### src/rtl/tsf_pkg.sv
// ----------------------------------------------------------------------------
// Section filter package
// Request and result payloads, entry layout, controller state and the
// command and status bundles between controller and datapath.
// ----------------------------------------------------------------------------
package tsf_pkg;

    // Request kinds.
    typedef enum logic [1:0] {
        REQ_SECTION = 2'd0,
        REQ_PACKET  = 2'd1,
        REQ_TIMEOUT = 2'd2,
        REQ_WRITE   = 2'd3
    } t_req_type;

    // One incoming request.
    typedef struct packed {
        t_req_type   req_type;
        logic [3:0]  tuner;
        logic [12:0] pid;
        logic [12:0] data_length;
        logic [63:0] byte_pattern;
        logic [31:0] time_value;
        logic [3:0]  entry_index;
        logic        entry_enable;
        logic [7:0]  entry_table_id;
        logic        entry_match_by_mask;
        logic [63:0] entry_mask;
    } t_tsf_req;

    // One result.
    typedef struct packed {
        logic [15:0] match_bits;
        logic [15:0] expired_bits;
    } t_tsf_rsp;

    // Entry fields held in the entry RAM (timeout is appended above these).
    typedef struct packed {
        logic [3:0]  tuner;
        logic [12:0] pid;
        logic [7:0]  table_id;
        logic        by_mask;
        logic [63:0] filter;
        logic [63:0] mask;
    } t_tsf_entry;

    localparam int ENTRY_W     = $bits(t_tsf_entry);
    localparam int MAP_W       = 16;
    localparam int MAX_ENTRIES = 16;
    localparam int TIME_W      = 32;
    localparam int LANES       = 8;

    // Section byte offset carried by each lane of the byte pattern.
    localparam logic [12:0] LANE_OFFSET [LANES] = '{
        13'd0, 13'd3, 13'd4, 13'd5, 13'd6, 13'd7, 13'd8, 13'd9
    };

    localparam logic [12:0] MIN_DATA_LEN = 13'd3;
    localparam logic [12:0] MIN_MASK_LEN = 13'd8;

    // Configuration register map (index is byte address divided by four).
    localparam logic REG_IDX_FILTER_EN = 1'b0;
    localparam int   APB_ADDR_W        = 3;

    // Controller states.
    typedef enum logic [2:0] {
        ST_IDLE,
        ST_WRITE,
        ST_WALK,
        ST_DRAIN,
        ST_FINISH
    } t_tsf_state;

    // Controller to datapath.
    typedef struct packed {
        logic load_req;
        logic write_entry;
        logic walk_en;
        logic load_out;
    } t_tsf_cmd;

    // Datapath to controller.
    typedef struct packed {
        logic in_is_write;
        logic last_addr;
        logic out_free;
    } t_tsf_sts;

endpackage

### src/rtl/tsf_ram.sv
// ----------------------------------------------------------------------------
// Generic simple dual-port RAM
// One write port and one read port with registered read data.
// ----------------------------------------------------------------------------
module tsf_ram #(
    parameter int WIDTH = 8,
    parameter int DEPTH = 16
) (
    input  logic                                       i_clk,
    input  logic                                       i_we,
    input  logic [((DEPTH > 1) ? $clog2(DEPTH) : 1)-1:0] i_waddr,
    input  logic [WIDTH-1:0]                           i_wdata,
    input  logic [((DEPTH > 1) ? $clog2(DEPTH) : 1)-1:0] i_raddr,
    output logic [WIDTH-1:0]                           o_rdata
);

    logic [WIDTH-1:0] r_mem [DEPTH];
    logic [WIDTH-1:0] r_rdata;

    // Write port and registered read port.
    always_ff @(posedge i_clk) begin
        if (i_we) begin
            r_mem[i_waddr] <= i_wdata;
        end
        r_rdata <= r_mem[i_raddr];
    end

    assign o_rdata = r_rdata;

endmodule

### src/rtl/tsf_regs.sv
// ----------------------------------------------------------------------------
// Section filter configuration registers
// APB-style slave holding the filtering enable bit.
// ----------------------------------------------------------------------------
module tsf_regs (
    input  logic                            i_clk,
    input  logic                            i_rst_n,
    input  logic                            psel,
    input  logic                            penable,
    input  logic                            pwrite,
    input  logic [tsf_pkg::APB_ADDR_W-1:0]  paddr,
    input  logic [31:0]                     pwdata,
    output logic [31:0]                     prdata,
    output logic                            pready,
    output logic                            o_filter_en
);
    import tsf_pkg::*;

    logic r_filter_en;
    logic hit;

    // Register index is the word address; byte lanes within a word are ignored.
    assign hit = (paddr[APB_ADDR_W-1] == REG_IDX_FILTER_EN);

    // Write at the access phase.
    always_ff @(posedge i_clk) begin
        if (!i_rst_n) begin
            r_filter_en <= 1'b0;
        end else if (psel && penable && pwrite && hit) begin
            r_filter_en <= pwdata[0];
        end
    end

    // Read back and a slave that never waits.
    assign prdata      = hit ? {31'd0, r_filter_en} : 32'd0;
    assign pready      = 1'b1;
    assign o_filter_en = r_filter_en;

endmodule

### src/rtl/tsf_ctrl.sv
// ----------------------------------------------------------------------------
// Section filter controller
// Sequences each request: accept, entry write or table walk, result handoff.
// ----------------------------------------------------------------------------
module tsf_ctrl (
    input  logic              i_clk,
    input  logic              i_rst_n,
    input  logic              i_in_valid,
    output logic              o_in_stall,
    input  tsf_pkg::t_tsf_sts i_sts,
    output tsf_pkg::t_tsf_cmd o_cmd
);
    import tsf_pkg::*;

    t_tsf_state r_state;
    t_tsf_state n_state;

    // State register.
    always_ff @(posedge i_clk) begin
        if (!i_rst_n) begin
            r_state <= ST_IDLE;
        end else begin
            r_state <= n_state;
        end
    end

    // Next state and commands.
    always_comb begin
        n_state    = r_state;
        o_cmd      = '0;
        o_in_stall = 1'b1;
        case (r_state)
            ST_IDLE: begin
                o_in_stall = 1'b0;
                if (i_in_valid) begin
                    o_cmd.load_req = 1'b1;
                    n_state = i_sts.in_is_write ? ST_WRITE : ST_WALK;
                end
            end
            ST_WRITE: begin
                o_cmd.write_entry = 1'b1;
                n_state = ST_FINISH;
            end
            ST_WALK: begin
                o_cmd.walk_en = 1'b1;
                if (i_sts.last_addr) begin
                    n_state = ST_DRAIN;
                end
            end
            ST_DRAIN: begin
                // The last entry's read data is evaluated in this cycle.
                n_state = ST_FINISH;
            end
            ST_FINISH: begin
                if (i_sts.out_free) begin
                    o_cmd.load_out = 1'b1;
                    n_state = ST_IDLE;
                end
            end
            default: begin
                n_state = ST_IDLE;
            end
        endcase
    end

endmodule

### src/rtl/tsf_dp.sv
// ----------------------------------------------------------------------------
// Section filter datapath
// Request register, entry RAM, enable bits, per-entry match logic,
// result bitmaps and the output register.
// ----------------------------------------------------------------------------
module tsf_dp #(
    parameter int FILTER_ENTRIES = 16,
    parameter int TIME_BITS      = 32
) (
    input  logic              i_clk,
    input  logic              i_rst_n,
    input  logic              i_filter_en,
    input  tsf_pkg::t_tsf_req i_in_req,
    input  tsf_pkg::t_tsf_cmd i_cmd,
    output tsf_pkg::t_tsf_sts o_sts,
    output logic              o_out_valid,
    input  logic              i_out_stall,
    output tsf_pkg::t_tsf_rsp o_out_rsp
);
    import tsf_pkg::*;

    // Only entries reachable by a 4-bit write index are stored.
    localparam int NE     = (FILTER_ENTRIES < MAX_ENTRIES) ? FILTER_ENTRIES : MAX_ENTRIES;
    localparam int CW     = (NE > 1) ? $clog2(NE) : 1;
    localparam int TW     = (TIME_BITS < TIME_W) ? TIME_BITS : TIME_W;
    localparam bit INF_OK = (TIME_BITS <= TIME_W);
    localparam int RAM_W  = ENTRY_W + TW;

    t_tsf_req          r_req;
    logic [CW-1:0]     r_addr;
    logic              r_rd_vld;
    logic [CW-1:0]     r_rd_idx;
    logic              r_enable [NE];
    logic [MAP_W-1:0]  r_match;
    logic [MAP_W-1:0]  r_expired;
    logic              r_out_valid;
    t_tsf_rsp          r_rsp;

    logic [RAM_W-1:0]  ram_rdata;
    logic [RAM_W-1:0]  ram_wdata;
    logic              ram_we;
    logic [CW-1:0]     waddr;
    t_tsf_entry        wr_ent;
    t_tsf_entry        rd_ent;
    logic [TW-1:0]     rd_tmo;
    logic [TW-1:0]     now;
    logic              en;
    logic              inf;
    logic              gate;
    logic              pid_eq;
    logic              cand;
    logic              mask_ok;
    logic              sec_hit;
    logic              pkt_hit;
    logic              exp_hit;
    logic [MAP_W-1:0]  idx_bit;
    logic              out_free;

    // Request register.
    always_ff @(posedge i_clk) begin
        if (i_cmd.load_req) begin
            r_req <= i_in_req;
        end
    end

    assign now = r_req.time_value[TW-1:0];

    // Entry write: timeout stored masked to the time width.
    assign wr_ent.tuner    = r_req.tuner;
    assign wr_ent.pid      = r_req.pid;
    assign wr_ent.table_id = r_req.entry_table_id;
    assign wr_ent.by_mask  = r_req.entry_match_by_mask;
    assign wr_ent.filter   = r_req.byte_pattern;
    assign wr_ent.mask     = r_req.entry_mask;
    assign ram_wdata       = {now, wr_ent};
    assign waddr           = r_req.entry_index[CW-1:0];
    assign ram_we          = i_cmd.write_entry
                             && (32'(r_req.entry_index) < 32'(FILTER_ENTRIES));

    tsf_ram #(
        .WIDTH (RAM_W),
        .DEPTH (NE)
    ) u_ram (
        .i_clk   (i_clk),
        .i_we    (ram_we),
        .i_waddr (waddr),
        .i_wdata (ram_wdata),
        .i_raddr (r_addr),
        .o_rdata (ram_rdata)
    );

    // Walk address and read-data tracking.
    always_ff @(posedge i_clk) begin
        if (!i_rst_n) begin
            r_addr   <= '0;
            r_rd_vld <= 1'b0;
        end else begin
            r_rd_vld <= i_cmd.walk_en;
            if (i_cmd.load_req) begin
                r_addr <= '0;
            end else if (i_cmd.walk_en) begin
                r_addr <= r_addr + 1'b1;
            end
        end
    end

    always_ff @(posedge i_clk) begin
        r_rd_idx <= r_addr;
    end

    // Per-entry evaluation of the entry read in the previous cycle.
    assign rd_ent  = t_tsf_entry'(ram_rdata[ENTRY_W-1:0]);
    assign rd_tmo  = ram_rdata[RAM_W-1:ENTRY_W];
    assign en      = r_enable[r_rd_idx];
    assign inf     = INF_OK && (rd_tmo == {TW{1'b1}});
    assign gate    = i_filter_en && (r_req.data_length >= MIN_DATA_LEN);
    assign pid_eq  = (rd_ent.pid == r_req.pid);
    assign cand    = en && pid_eq && (rd_ent.tuner == r_req.tuner)
                     && ((now < rd_tmo) || inf);

    // Masked byte match; lanes beyond the section length are skipped.
    always_comb begin
        mask_ok = (r_req.data_length >= MIN_MASK_LEN);
        for (int i = 0; i < LANES; i++) begin
            if ((LANE_OFFSET[i] < r_req.data_length)
                && (((r_req.byte_pattern[8*i +: 8] ^ rd_ent.filter[8*i +: 8])
                     & rd_ent.mask[8*i +: 8]) != 8'd0)) begin
                mask_ok = 1'b0;
            end
        end
    end

    assign sec_hit = gate && cand
                     && (rd_ent.by_mask ? mask_ok
                                        : (rd_ent.table_id == r_req.byte_pattern[7:0]));
    // Packets take only the first enabled entry with the PID.
    assign pkt_hit = gate && en && pid_eq && (r_match == '0);
    assign exp_hit = en && !inf && (now >= rd_tmo);
    assign idx_bit = MAP_W'(1) << r_rd_idx;

    // Result bitmaps.
    always_ff @(posedge i_clk) begin
        if (i_cmd.load_req) begin
            r_match   <= '0;
            r_expired <= '0;
        end else if (r_rd_vld) begin
            case (r_req.req_type)
                REQ_SECTION: begin
                    if (sec_hit) begin
                        r_match <= r_match | idx_bit;
                    end
                end
                REQ_PACKET: begin
                    if (pkt_hit) begin
                        r_match <= r_match | idx_bit;
                    end
                end
                REQ_TIMEOUT: begin
                    if (exp_hit) begin
                        r_expired <= r_expired | idx_bit;
                    end
                end
                default: begin
                end
            endcase
        end
    end

    // Enable bits: loaded on write, cleared by an expired timeout.
    always_ff @(posedge i_clk) begin
        if (!i_rst_n) begin
            for (int e = 0; e < NE; e++) begin
                r_enable[e] <= 1'b0;
            end
        end else if (ram_we) begin
            r_enable[waddr] <= r_req.entry_enable;
        end else if (r_rd_vld && (r_req.req_type == REQ_TIMEOUT) && exp_hit) begin
            r_enable[r_rd_idx] <= 1'b0;
        end
    end

    // Output register.
    assign out_free = !r_out_valid || !i_out_stall;

    always_ff @(posedge i_clk) begin
        if (!i_rst_n) begin
            r_out_valid <= 1'b0;
        end else if (i_cmd.load_out) begin
            r_out_valid <= 1'b1;
        end else if (!i_out_stall) begin
            r_out_valid <= 1'b0;
        end
    end

    always_ff @(posedge i_clk) begin
        if (i_cmd.load_out) begin
            r_rsp.match_bits   <= r_match;
            r_rsp.expired_bits <= r_expired;
        end
    end

    // Status to the controller.
    assign o_sts.in_is_write = (i_in_req.req_type == REQ_WRITE);
    assign o_sts.last_addr   = (r_addr == CW'(NE - 1));
    assign o_sts.out_free    = out_free;

    assign o_out_valid = r_out_valid;
    assign o_out_rsp   = r_rsp;

endmodule

### src/rtl/transport_section_filter_core.sv
// ----------------------------------------------------------------------------
// Transport-stream section filter core
// Matches sections and TS packets against a table of filter entries, reports
// expired entries and loads entries, one request at a time.
// ----------------------------------------------------------------------------
// A write request passes through the write and finish states. Section,
// packet and timeout-check requests walk the entry table through the single
// read port of the entry RAM, one entry per cycle, then pass through the
// drain and finish states. The next request is accepted once the result has
// moved into the output register, which holds it while the consumer stalls.
// Entries beyond 16 cannot be written and are not stored. The filtering
// enable register gates section and packet matching only.
module transport_section_filter_core #(
    parameter int FILTER_ENTRIES = 16,
    parameter int TIME_BITS      = 32
) (
    input  logic                            i_clk,
    input  logic                            i_rst_n,
    input  logic                            i_in_valid,
    output logic                            o_in_stall,
    input  tsf_pkg::t_tsf_req               i_in_req,
    output logic                            o_out_valid,
    input  logic                            i_out_stall,
    output tsf_pkg::t_tsf_rsp               o_out_rsp,
    input  logic                            psel,
    input  logic                            penable,
    input  logic                            pwrite,
    input  logic [tsf_pkg::APB_ADDR_W-1:0]  paddr,
    input  logic [31:0]                     pwdata,
    output logic [31:0]                     prdata,
    output logic                            pready
);
    import tsf_pkg::*;

    t_tsf_cmd cmd;
    t_tsf_sts sts;
    logic     filter_en;

    // Configuration registers.
    tsf_regs u_regs (
        .i_clk       (i_clk),
        .i_rst_n     (i_rst_n),
        .psel        (psel),
        .penable     (penable),
        .pwrite      (pwrite),
        .paddr       (paddr),
        .pwdata      (pwdata),
        .prdata      (prdata),
        .pready      (pready),
        .o_filter_en (filter_en)
    );

    // Request sequencer.
    tsf_ctrl u_ctrl (
        .i_clk      (i_clk),
        .i_rst_n    (i_rst_n),
        .i_in_valid (i_in_valid),
        .o_in_stall (o_in_stall),
        .i_sts      (sts),
        .o_cmd      (cmd)
    );

    // Entry table and match logic.
    tsf_dp #(
        .FILTER_ENTRIES (FILTER_ENTRIES),
        .TIME_BITS      (TIME_BITS)
    ) u_dp (
        .i_clk       (i_clk),
        .i_rst_n     (i_rst_n),
        .i_filter_en (filter_en),
        .i_in_req    (i_in_req),
        .i_cmd       (cmd),
        .o_sts       (sts),
        .o_out_valid (o_out_valid),
        .i_out_stall (i_out_stall),
        .o_out_rsp   (o_out_rsp)
    );

endmodule

### config.mk
export PLATFORM = sky130hd
export DESIGN_NAME = transport_section_filter_core
export DESIGN_NICKNAME = d
export VERILOG_FILES = /design/src/rtl/tsf_pkg.sv /design/src/rtl/tsf_ram.sv /design/src/rtl/tsf_regs.sv /design/src/rtl/tsf_ctrl.sv /design/src/rtl/tsf_dp.sv /design/src/rtl/transport_section_filter_core.sv
export SDC_FILE = /design/constraint.sdc
export NUM_CORES = 2
export LEC_CHECK = 0
export ABC_AREA = 1
export BUFFER_PORTS_ARGS = -buffer_cell sky130_fd_sc_hd__buf_4
export CAP_MARGIN = 25
export CORE_UTILIZATION = 35
export DETAILED_ROUTE_END_ITERATION = 10
export PLACE_DENSITY = 0.6
export SYNTH_ARGS = -nofsm -noshare
export SYNTH_HDL_FRONTEND = slang
export SYNTH_SLANG_ARGS = --single-unit
### constraint.sdc
create_clock -name i_clk -period 17.65 [get_ports i_clk]
set_clock_uncertainty 0.1 [all_clocks]
set_input_delay 0.8825 -clock i_clk [delete_from_list [all_inputs] [get_ports i_clk]]
set_output_delay 0.8825 -clock i_clk [all_outputs]
set_load 0.05 [all_outputs]
==> metrics.md <==
| Metric | Value |
|---|---|
| Synthesis-to-layout area growth | `14.9%` |
| Total number of vias | `78.0k` |
| Most Frequent Cell on Critical Path | `buf_4` |
| Status | `finished, final reports clean` |
| Most used DFF post-synth | `edfxtp_1` |
| Worst Hold End | `u_dp.now[31]` |
| Reg2reg end | `u_dp.u_ram.r_mem[2][112]` |
| Largest net degree at the start of global routing | `226` |
| I/O Buffers | `249` |
| Post-DP HPWL | `176 mm` |
| Tcrit/Tclk final | `0.283` |
| Initial Utilization | `0.352` |
| Die W | `614 µm` |
| CORE AREA | `373000 µm²` |
| Final Hold Fails | `0` |
| Final weighted congestion in routability-driven placement | `0.805` |
| Pleak | `48.2 nW` |
| CTS clk-pin slew, worst paths | `0.06 ns` |
| RSZ-0062 raised after global routing | `false` |
| Data required time of the critical path | `18.07 ns` |
| Final std cells w/o fill | `14.6k` |
| Final setup vio count | `0` |
| Hold Crit Depth | `1` |
| DRT Pass-1 Iters | `6` |
| Io pins | `315` |
| Final nets | `9644` |
| Max-cap violations | `0` |
| Worst skew pair latency | `0.95 ns` |
| Worst Reg-to-Reg Cells | `8` |
| GR Overflow Total | `0` |
| Total setup buffers inserted after CTS | `0` |
| Most frequent cells in the layout | `edfxtp_1, nor2_1, o21ai_0, nand2_1, o32ai_1` |
| Max IR drop VDD | `0.0734 mV` |
| Fmax | `0.200 GHz` |
| Clock sinks | `3462` |
| Vias in the first global route | `76.3k` |
| Crit path cell chain | `inv_1, nand2_1, nor2_1, nand3_1, nor2_4, buf_12, buf_4, buf_4` |
| Slew Limit Fails | `0` |
| Drt first-iter violations | `8082` |
| Die area | `377000 µm²` |
| Drt wl/cell | `23.8 µm` |
| Asr flop ratio synth | `0` |
| Layout cells sized above 1 | `0.101` |
| Final WS setup | `12.65 ns` |
| Final antenna-violating net count | `0` |
| First-pass GRT wire length | `506 mm` |
| Total CTS buffers | `353` |
| Startpoint Class | `flop` |
| All-Layer GR Usage | `0.178` |
| Met3 wire length | `22.2 mm` |
| Detailed Route WL | `348 mm` |
| FF-to-FF setup slack | `12.65 ns` |
| Synth warnings | `0` |
| Die H | `614 µm` |
| Number of synthesized flops with an enable pin | `3214` |
| Slew HR | `0.242` |
| Hold WC Path Type | `in2reg` |
| Yosys cell types | `44` |
| Syn avg cell area | `14.4 µm²` |
| Setup_tns | `0 ns` |
| Critical path fanouts, max | `93` |
| Slowest Stage Delay on Critical Path | `0.87 ns` |
| Mapped cell area | `131000 µm²` |
| R2R Path Start | `u_ctrl.r_state[2]` |
| # rows | `224` |
| DRT met1 WL | `147 mm` |
| Root Buffer | `clkbuf_16` |
| Hold Crit Start | `i_in_req[109]` |
| Initial antenna violation count | `37` |
| Fillers | `33.6k` |
| CTS tree | `done` |
| CTS Buffer Depth | `4` |
| Minimum clock period | `5.00 ns` |
| Routed length on met2 | `169 mm` |
| Vias per cell | `5.33` |
| Crit. End Element | `flop` |
| Register area share after synthesis | `0.774` |
| Htree depth | `5` |
| Worst slew pin tran | `1.14 ns` |
| Mapped Cells | `9125` |
| Synth Register Bits | `3462` |
| CP max-delay cell | `buf_4` |
| DRC viols | `0` |
| Critical path arrival | `5.42 ns` |
| Place WS | `12.63 ns` |
| Uppermost layer routed | `met5` |
| Commonest non-fill, non-tap cell in the layout | `edfxtp_1` |
| Power per Cell Area | `119 nW/µm²` |
| Inst Count DP | `13.9k` |
| Setup CP Type | `reg2reg` |
==> cell type report <==
cell class | instances | area (µm²) | area share
inverters | 140 | 561 | 0.00372
well taps | 4972 | 6220 | 0.0413
clock inverters | 155 | 1580 | 0.0105
clock buffers | 501 | 9960 | 0.0661
diodes | 13 | 32.5 | 0.000216
multi-input cells | 4944 | 26900 | 0.179
repair buffers | 462 | 3990 | 0.0264
flip-flops and latches | 3462 | 101000 | 0.673
==> logic make-up (layout without fill, tap and decap cells) <==
family,after synthesis,count (layout),synth area share
simple gates,2904,2904,0.0896
fa+ha+maj,33,33,0.00315
buf+inv,749,1258,0.0230
compound gates,1640,1640,0.0853
flops,3462,3462,0.774
other cells,2,45,0.0000572
mux,313,313,0.0239
xor+xnor,22,22,0.00147
==> worst max path at each step <==
stage                                      to         startpoint  slack, ns  cells past startpoint
floorplan              u_dp.u_ram.r_mem[0][0]  u_ctrl.r_state[2]       8.31                      5
global placement    u_dp.u_ram.r_mem[10][118]  u_ctrl.r_state[2]      12.61                      9
detailed placement   u_dp.u_ram.r_mem[2][112]  u_ctrl.r_state[2]      12.63                      8
CTS                  u_dp.u_ram.r_mem[2][112]  u_ctrl.r_state[2]      12.60                      8
global route         u_dp.u_ram.r_mem[2][112]  u_ctrl.r_state[2]      12.41                      8
finish               u_dp.u_ram.r_mem[2][112]  u_ctrl.r_state[2]      12.65                      8
==> per-stage QoR <==
| step | cell area, µm² | hold WS [ns] | power [mW] | util |
|---|---|---|---|---|
| floorplan | 131000 | 0.229 | 10.2 | - |
| global placement | 138000 | 0.314 | 10.6 | 0.371 |
| detailed placement | 138000 | 0.314 | 10.6 | 0.371 |
| CTS | 151000 | 0.000172 | 18.0 | 0.404 |
| global route | 151000 | 0.0196 | 18.4 | 0.404 |
| finish | 151000 | 0.0523 | 17.9 | 0.404 |
==> timing repair <==
| item | 4_1_cts | 5_1_grt |
|---|---|---|
| endpoints found under the hold margin | 80 | 0 |
| endpoints found under the setup margin | 0 | 0 |
| hold buffers | 80 | 0 |
| gates resized for setup | 0 | 0 |
==> power breakdown <==
| part | switching [mW] | total [mW] | internal (mW) |
|---|---|---|---|
| registers | 0.249 | 9.47 | 9.22 |
| clock network | 3.08 | 7.40 | 4.32 |
| logic | 0.676 | 0.997 | 0.321 |
==> worst max-delay path: cells and delay by family (launching register included) <==
family	cells	cell delay [ns]
flops	1	0.31
buf+inv	4	2.50
simple gates	4	1.54
==> state kept, by name, indices dropped and copies added (netlist names), 4 cells and up <==
name,cells
u_dp.now,32
u_dp.r_rd_idx,4
u_dp.r_req,170
u_dp.o_out_rsp,32
u_dp.r_expired,16
u_dp.u_ram.r_mem,2976
u_dp.waddr,4
u_dp.u_ram.o_rdata,186
u_dp.r_addr,4
u_dp.r_enable,16
u_dp.r_match,16
==> per-layer routing <==
metal | vias up | track usage
met1 | 39800 | 0.237
met2 | 2837 | 0.301
li1 | 34800 | -
met5 | - | 0
met3 | 540 | 0.0232
met4 | 16 | 0.0575
==> cells in the mapped netlist, drive strengths merged (2+ instances only) <==
library cell / instances / area (µm²)
o32ai: 431 / 3770
dfxtp: 248 / 4960
nor2: 1733 / 6560
o21ai: 765 / 3840
inv: 137 / 514
conb: 2 / 7.51
nor3: 22 / 110
or2: 41 / 257
nand3: 408 / 2060
xor2: 18 / 158
o211ai: 60 / 450
nor4: 7 / 43.8
buf: 125 / 674
o22ai: 7 / 43.8
o221ai: 313 / 2740
edfxtp: 3214 / 96500
mux2i: 313 / 3130
o21a: 2 / 15.0
nand4: 25 / 156
clkinv: 3 / 11.3
nand2: 666 / 2560
xnor2: 4 / 35.0
clkbuf: 484 / 1820
a21oi: 56 / 280
ha: 33 / 413
Power figures use the tool's default switching activity.
